==> config.mk <==
export PLATFORM = sky130hd
export DESIGN_NAME = lrd_queue
export DESIGN_NICKNAME = d
export VERILOG_FILES = /design/src/hw/rtl/lrd_pkg.sv /design/src/hw/rtl/lrd_queue.sv
export SDC_FILE = /design/constraint.sdc
export NUM_CORES = 1
export LEC_CHECK = 0
export ABC_CLOCK_PERIOD_IN_PS = 7000
export BUFFER_PORTS_ARGS = -buffer_cell sky130_fd_sc_hd__buf_2
export CAP_MARGIN = 10
export CORE_MARGIN = 2
export CORE_UTILIZATION = 57
export DETAILED_ROUTE_END_ITERATION = 12
export PLACE_DENSITY = 0.81
export SYNTH_ARGS = -nofsm -noshare
export SYNTH_HDL_FRONTEND = slang
export SYNTH_SLANG_ARGS = --single-unit
==> constraint.sdc <==
create_clock -name clk -period 7 [get_ports clk]
set_input_delay 0.7 -clock clk [delete_from_list [all_inputs] [get_ports clk]]
set_output_delay 0.7 -clock clk [all_outputs]
set_load 0.05 [all_outputs]
==> src/hw/rtl/lrd_pkg.sv <==
`default_nettype none

package lrd_pkg;

    localparam int LEN_BITS_DEFAULT = 24;
    localparam int CFG_W            = 25;
    localparam int QUEUE_DEPTH      = 4;

    localparam logic [CFG_W-1:0] MAX_LEN_RESET = 25'd65536;
    localparam logic [31:0]      HDR_AFTER_LEN = 32'd13;
    localparam logic [31:0]      CRC_POLY      = 32'hEDB88320;
    localparam logic [31:0]      CRC_INIT      = 32'hFFFFFFFF;

    localparam logic [2:0] KIND_KEY       = 3'd0;
    localparam logic [2:0] KIND_VALUE     = 3'd1;
    localparam logic [2:0] KIND_OK        = 3'd2;
    localparam logic [2:0] KIND_CRC_BAD   = 3'd3;
    localparam logic [2:0] KIND_LEN_BAD   = 3'd4;
    localparam logic [2:0] KIND_LOG_END   = 3'd5;
    localparam logic [2:0] KIND_TRUNCATED = 3'd6;

    typedef struct packed {
        logic       req_type;
        logic [7:0] data_byte;
    } in_item_t;

    typedef struct packed {
        logic [2:0]       kind;
        logic [7:0]       out_byte;
        logic [7:0]       record_type;
        logic [CFG_W-1:0] key_length;
        logic [CFG_W-1:0] value_length;
        logic             record_last;
    } out_item_t;

    typedef struct packed {
        logic [2:0]       kind;
        logic [7:0]       data;
        logic [7:0]       rtype;
        logic [CFG_W-1:0] klen;
        logic [CFG_W-1:0] vlen;
    } entry_t;

    typedef struct packed {
        logic   v0;
        logic   v1;
        entry_t e0;
        entry_t e1;
    } push_t;

    typedef struct packed {
        logic space2;
        logic nonempty;
    } qstat_t;

    function automatic logic [31:0] crc_byte(input logic [31:0] crc, input logic [7:0] b);
        logic [31:0] c;
        c = crc ^ {24'd0, b};
        for (int i = 0; i < 8; i++)
        begin
            c = c[0] ? ((c >> 1) ^ CRC_POLY) : (c >> 1);
        end
        return c;
    endfunction

endpackage

`default_nettype wire

==> src/hw/rtl/lrd_queue.sv <==
`default_nettype none

module lrd_queue (
    input  wire logic      clk,
    input  wire logic      rst_n,
    input  lrd_pkg::push_t push,
    input  wire logic      pop,
    output lrd_pkg::entry_t head,
    output lrd_pkg::qstat_t qstat
);

    localparam int DEPTH = lrd_pkg::QUEUE_DEPTH;
    localparam int PTR_W = $clog2(DEPTH);
    localparam int CNT_W = $clog2(DEPTH + 1);

    lrd_pkg::entry_t  q_reg [DEPTH];
    logic [PTR_W-1:0] wr_ptr_reg, wr_ptr_next, wr_ptr1;
    logic [PTR_W-1:0] rd_ptr_reg, rd_ptr_next;
    logic [CNT_W-1:0] count_reg, count_next;

    assign wr_ptr1        = wr_ptr_reg + PTR_W'(1);
    assign head           = q_reg[rd_ptr_reg];
    assign qstat.nonempty = (count_reg != '0);
    assign qstat.space2   = (count_reg <= CNT_W'(DEPTH - 2));

    always_comb
    begin
        wr_ptr_next = wr_ptr_reg + PTR_W'(push.v0) + PTR_W'(push.v1);
        rd_ptr_next = rd_ptr_reg + PTR_W'(pop);
        count_next  = count_reg + CNT_W'(push.v0) + CNT_W'(push.v1) - CNT_W'(pop);
    end

    always_ff @(posedge clk or negedge rst_n)
    begin
        if (!rst_n)
        begin
            wr_ptr_reg <= '0;
            rd_ptr_reg <= '0;
            count_reg  <= '0;
        end
        else
        begin
            wr_ptr_reg <= wr_ptr_next;
            rd_ptr_reg <= rd_ptr_next;
            count_reg  <= count_next;
        end
    end

    always_ff @(posedge clk)
    begin
        if (push.v0)
        begin
            q_reg[wr_ptr_reg] <= push.e0;
        end
        if (push.v1)
        begin
            q_reg[wr_ptr1] <= push.e1;
        end
    end

    a_no_overflow: assert property (@(posedge clk) disable iff (!rst_n)
        count_reg <= CNT_W'(DEPTH))
        else $error("queue overflow");

    a_second_needs_first: assert property (@(posedge clk) disable iff (!rst_n)
        push.v1 |-> push.v0)
        else $error("second push without first");

    a_pop_nonempty: assert property (@(posedge clk) disable iff (!rst_n)
        pop |-> count_reg != '0)
        else $error("pop from empty queue");

    a_push_has_room: assert property (@(posedge clk) disable iff (!rst_n)
        push.v0 |-> qstat.space2)
        else $error("push without room for two entries");

endmodule

`default_nettype wire

==> run_results.csv <==
group,metric,value,unit
sta,finalCritPeriodShare,54.19,%
clock_network,cts_tree,"done",
floorplan,dieArea,25100,um2
place,numPortBuffers,213,
sta,worstMarginPinSlew,1.150,ns
finish,seqCellArea,8471,um2
sta,maxSlewViolCount,0,
floorplan,num_io_pins,214,
sta,max_slew_margin,23.34,%
worst_setup_path,slowest_stage,"dfrtp_4",
global_routing,antenna_found_initial,4,
floorplan,row_count,56,
routing,wl,29.41,mm
worst_setup_path,crit_path_start_kind,"register",
worst_setup_path,arrival,3.09,ns
sta,final-hold-violation-count,0,
power_and_ir_drop,p_leak,5.718,nW
finish,drive_above_1_share,64.78,%
synthesis,yosysUniqueCellTypes,23,
floorplan,coreArea,23470,um2
worst_setup_path,critPathKind,"reg -> out",
worst_setup_path,cp.required,6.30,ns
run_status,status,"finished, final reports clean",
power_and_ir_drop,power_density,480.2,nW/um2
worst_setup_path,r2r_start,"wr_ptr_reg[1]$_DFF_PN0_",
sta,fin_ws,3.207,ns
place,pre_cts_slack,3.684,ns
worst_setup_path,critical_path.max_stage_delay,0.91,ns
sta,finalCriticalPeriod,3.793,ns
global_routing,grt_usage,23.72,%
clock_network,clk_path_buf_depth,3,
global_routing,overflow,0,
worst_setup_path,ff2ff_path_depth,3,
finish,multi_input_area,4936,um2
synthesis,synthCells,702,
clock_network,cts_buffers,30,
global_routing,grt_pass1_wl,44.64,mm
routing,antenna_left,0,
finish,largest_reg_flops,276,
place,globalplace.congestion,0.7678,
min_path,hold_path_class,"in -> reg",
floorplan,die_height,158.4,um
clock_network,htreeDepth,1,
worst_setup_path,path_cells,"buf_4 > mux4_2 > buf_2",
sta,finalClockSkew,0.008440,ns
worst_setup_path,cp-end-kind,"output pin",
worst_setup_path,crit_end,"head[0]",
floorplan,die_width,158.4,um
synthesis,syn_nets,851,
sta,setup_violations,0,
routing,drtIter0Drc,538,
routing,dr.pass1.iters,5,
worst_setup_path,crit_path_start,"rd_ptr_reg[0]$_DFF_PN0_",
worst_setup_path,rr_endpoint,"q_reg[3][34]$_DFFE_PP_",
synthesis,yosysSeqAreaShare,62.25,%
routing,via_per_inst,5.890,
clock_network,numClockSinks,283,
global_routing,grt_max_degree,71,
floorplan,initial_utilization,57.92,%
clock_network,cts-root-buf,"clkbuf_16",
synthesis,avgSynthCellArea,19.37,um2
worst_setup_path,cp_max_fo,36,
routing,drc_errors,0,
sta,max_freq,0.2636,GHz
synthesis,ys_seq_elements,283,
finish,final_nets,1062,
clock_network,path_clk_slew,0.06,ns
synthesis,synthArstFlopShare,2.473,%
clock_network,cts_setup_buffers,0,
sta,final.setup.tns,0,ns
synthesis,synth-edff-count,276,
synthesis,synth_area,13590,um2
synthesis,synthFlopType,"edfxtp_1",
clock_network,clk_latency,0.54,ns
sta,rsz0062_at_grt,"no",
routing,wire_per_inst,23.36,um
power_and_ir_drop,irDropWorstVdd,0.0003285,V
routing,vias,7415,
finish,fill_cells,1593,
worst_setup_path,ff2ff_setup_slack,4.17,ns
global_routing,first_global_vias,7967,
place,dp_hpwl,17.47,mm
synthesis,ys_warn_count,0,
finish,area_delta_synth_final,17.03,%
job,cap_violations,0,
-- layout by cell type, fill, tap and decap left out, types with 2 or more instances in the layout --
cell type	Yosys	final
buf_4	4	11
fa_1	3	3
mux2_2	266	266
diode_2	0	3
clkbuf_16	0	31
dfrtp_1	7	5
dfrtp_4	0	2
xor2_1	2	2
clkbuf_8	0	4
mux2_1	10	10
buf_2	33	213
nor2_4	0	2
ha_1	3	3
edfxtp_1	276	276
clkbuf_1	9	13
clkinv_2	0	4
mux4_2	69	69
o21ai_4	0	2
inv_1	6	6
clkinv_1	0	4
-- stage by stage --
step	hold slack, ns	cells	utilization [%]	area, um2	power, mW
2_1_floorplan	0.4044	702	-	13590	5.474
3_3_place_gp	0.5414	1199	63.81	14980	6.193
3_5_place_dp	0.5508	1199	63.81	14980	6.238
4_1_cts	0.3941	1256	67.75	15900	7.716
5_1_grt	0.4202	1258	67.77	15910	7.968
6_report	0.4177	1259	67.78	15910	7.639
-- routing by layer --
metal / wire (um) / vias to the layer above / GRT usage, %
met2: 15050 / 250 / 40.66
met3: 1681 / 41 / 3.865
met5: 13 / - / 0
li1: - / 3315 / -
met4: 649 / 2 / 6.692
met1: 12020 / 3807 / 31.72
-- cells by family after synthesis --
| logic type | count (synthesis) | share of synthesized area (%) |
|---|---|---|
| simple gates | 9 | 0.4878 |
| mux | 346 | 34.37 |
| xor+xnor | 3 | 0.1933 |
| fa+ha+maj | 6 | 0.7179 |
| flops | 283 | 62.25 |
| buf+inv | 52 | 1.850 |
| compound gates | 3 | 0.1289 |
-- power by group --
group	switching, mW	total [mW]	internal, mW
sequential	0.307	2.88	2.58
clock	0.616	1.47	0.853
combinational	2.14	3.28	1.15
-- final cells by class --
cell class | count | share of cell area, %
sequential | 283 | 53.24
antenna | 3 | 0.04719
multi-input combinational | 367 | 31.03
tap | 319 | 2.509
timing repair buffer | 225 | 7.283
inverter | 6 | 0.1416
clock buffer | 48 | 5.529
clock inverter | 8 | 0.2202
-- critical path: cells and delay by family (launching register included) --
family / cells / cell delay [ns]
buf+inv: 2 / 0.99
flops: 1 / 0.91
mux: 1 / 0.62
-- synth_stat cells (all sizes together), types with 2 or more instances --
cell type | instances | area share [%]
nand3b | 2 | 0.20
ha | 3 | 0.28
xor2 | 2 | 0.13
mux4 | 69 | 11
dfrtp | 7 | 1.3
clkbuf | 9 | 0.25
edfxtp | 276 | 61
fa | 3 | 0.44
nor2 | 3 | 0.083
buf | 37 | 1.4
o21ai | 2 | 0.074
inv | 6 | 0.17
mux2 | 276 | 23
-- how the worst min path moves through the flow --
stage               startpoint                      end  slack [ns]  cells after the start
floorplan                rst_n   count_reg[0]$_DFF_PN0_        0.40                      0
global placement         rst_n  rd_ptr_reg[1]$_DFF_PN0_        0.54                      1
detailed placement       rst_n  rd_ptr_reg[1]$_DFF_PN0_        0.55                      1
CTS                        pop  rd_ptr_reg[0]$_DFF_PN0_        0.39                      2
global route               pop  rd_ptr_reg[0]$_DFF_PN0_        0.42                      2
finish                     pop  rd_ptr_reg[0]$_DFF_PN0_        0.42                      2
-- repair_timing --
item | CTS | global route
hold buffers | 1 | 0
resized for setup | 0 | 0
hold endpoints to repair | 7 | 0
(Power assumes the default switching activity.)
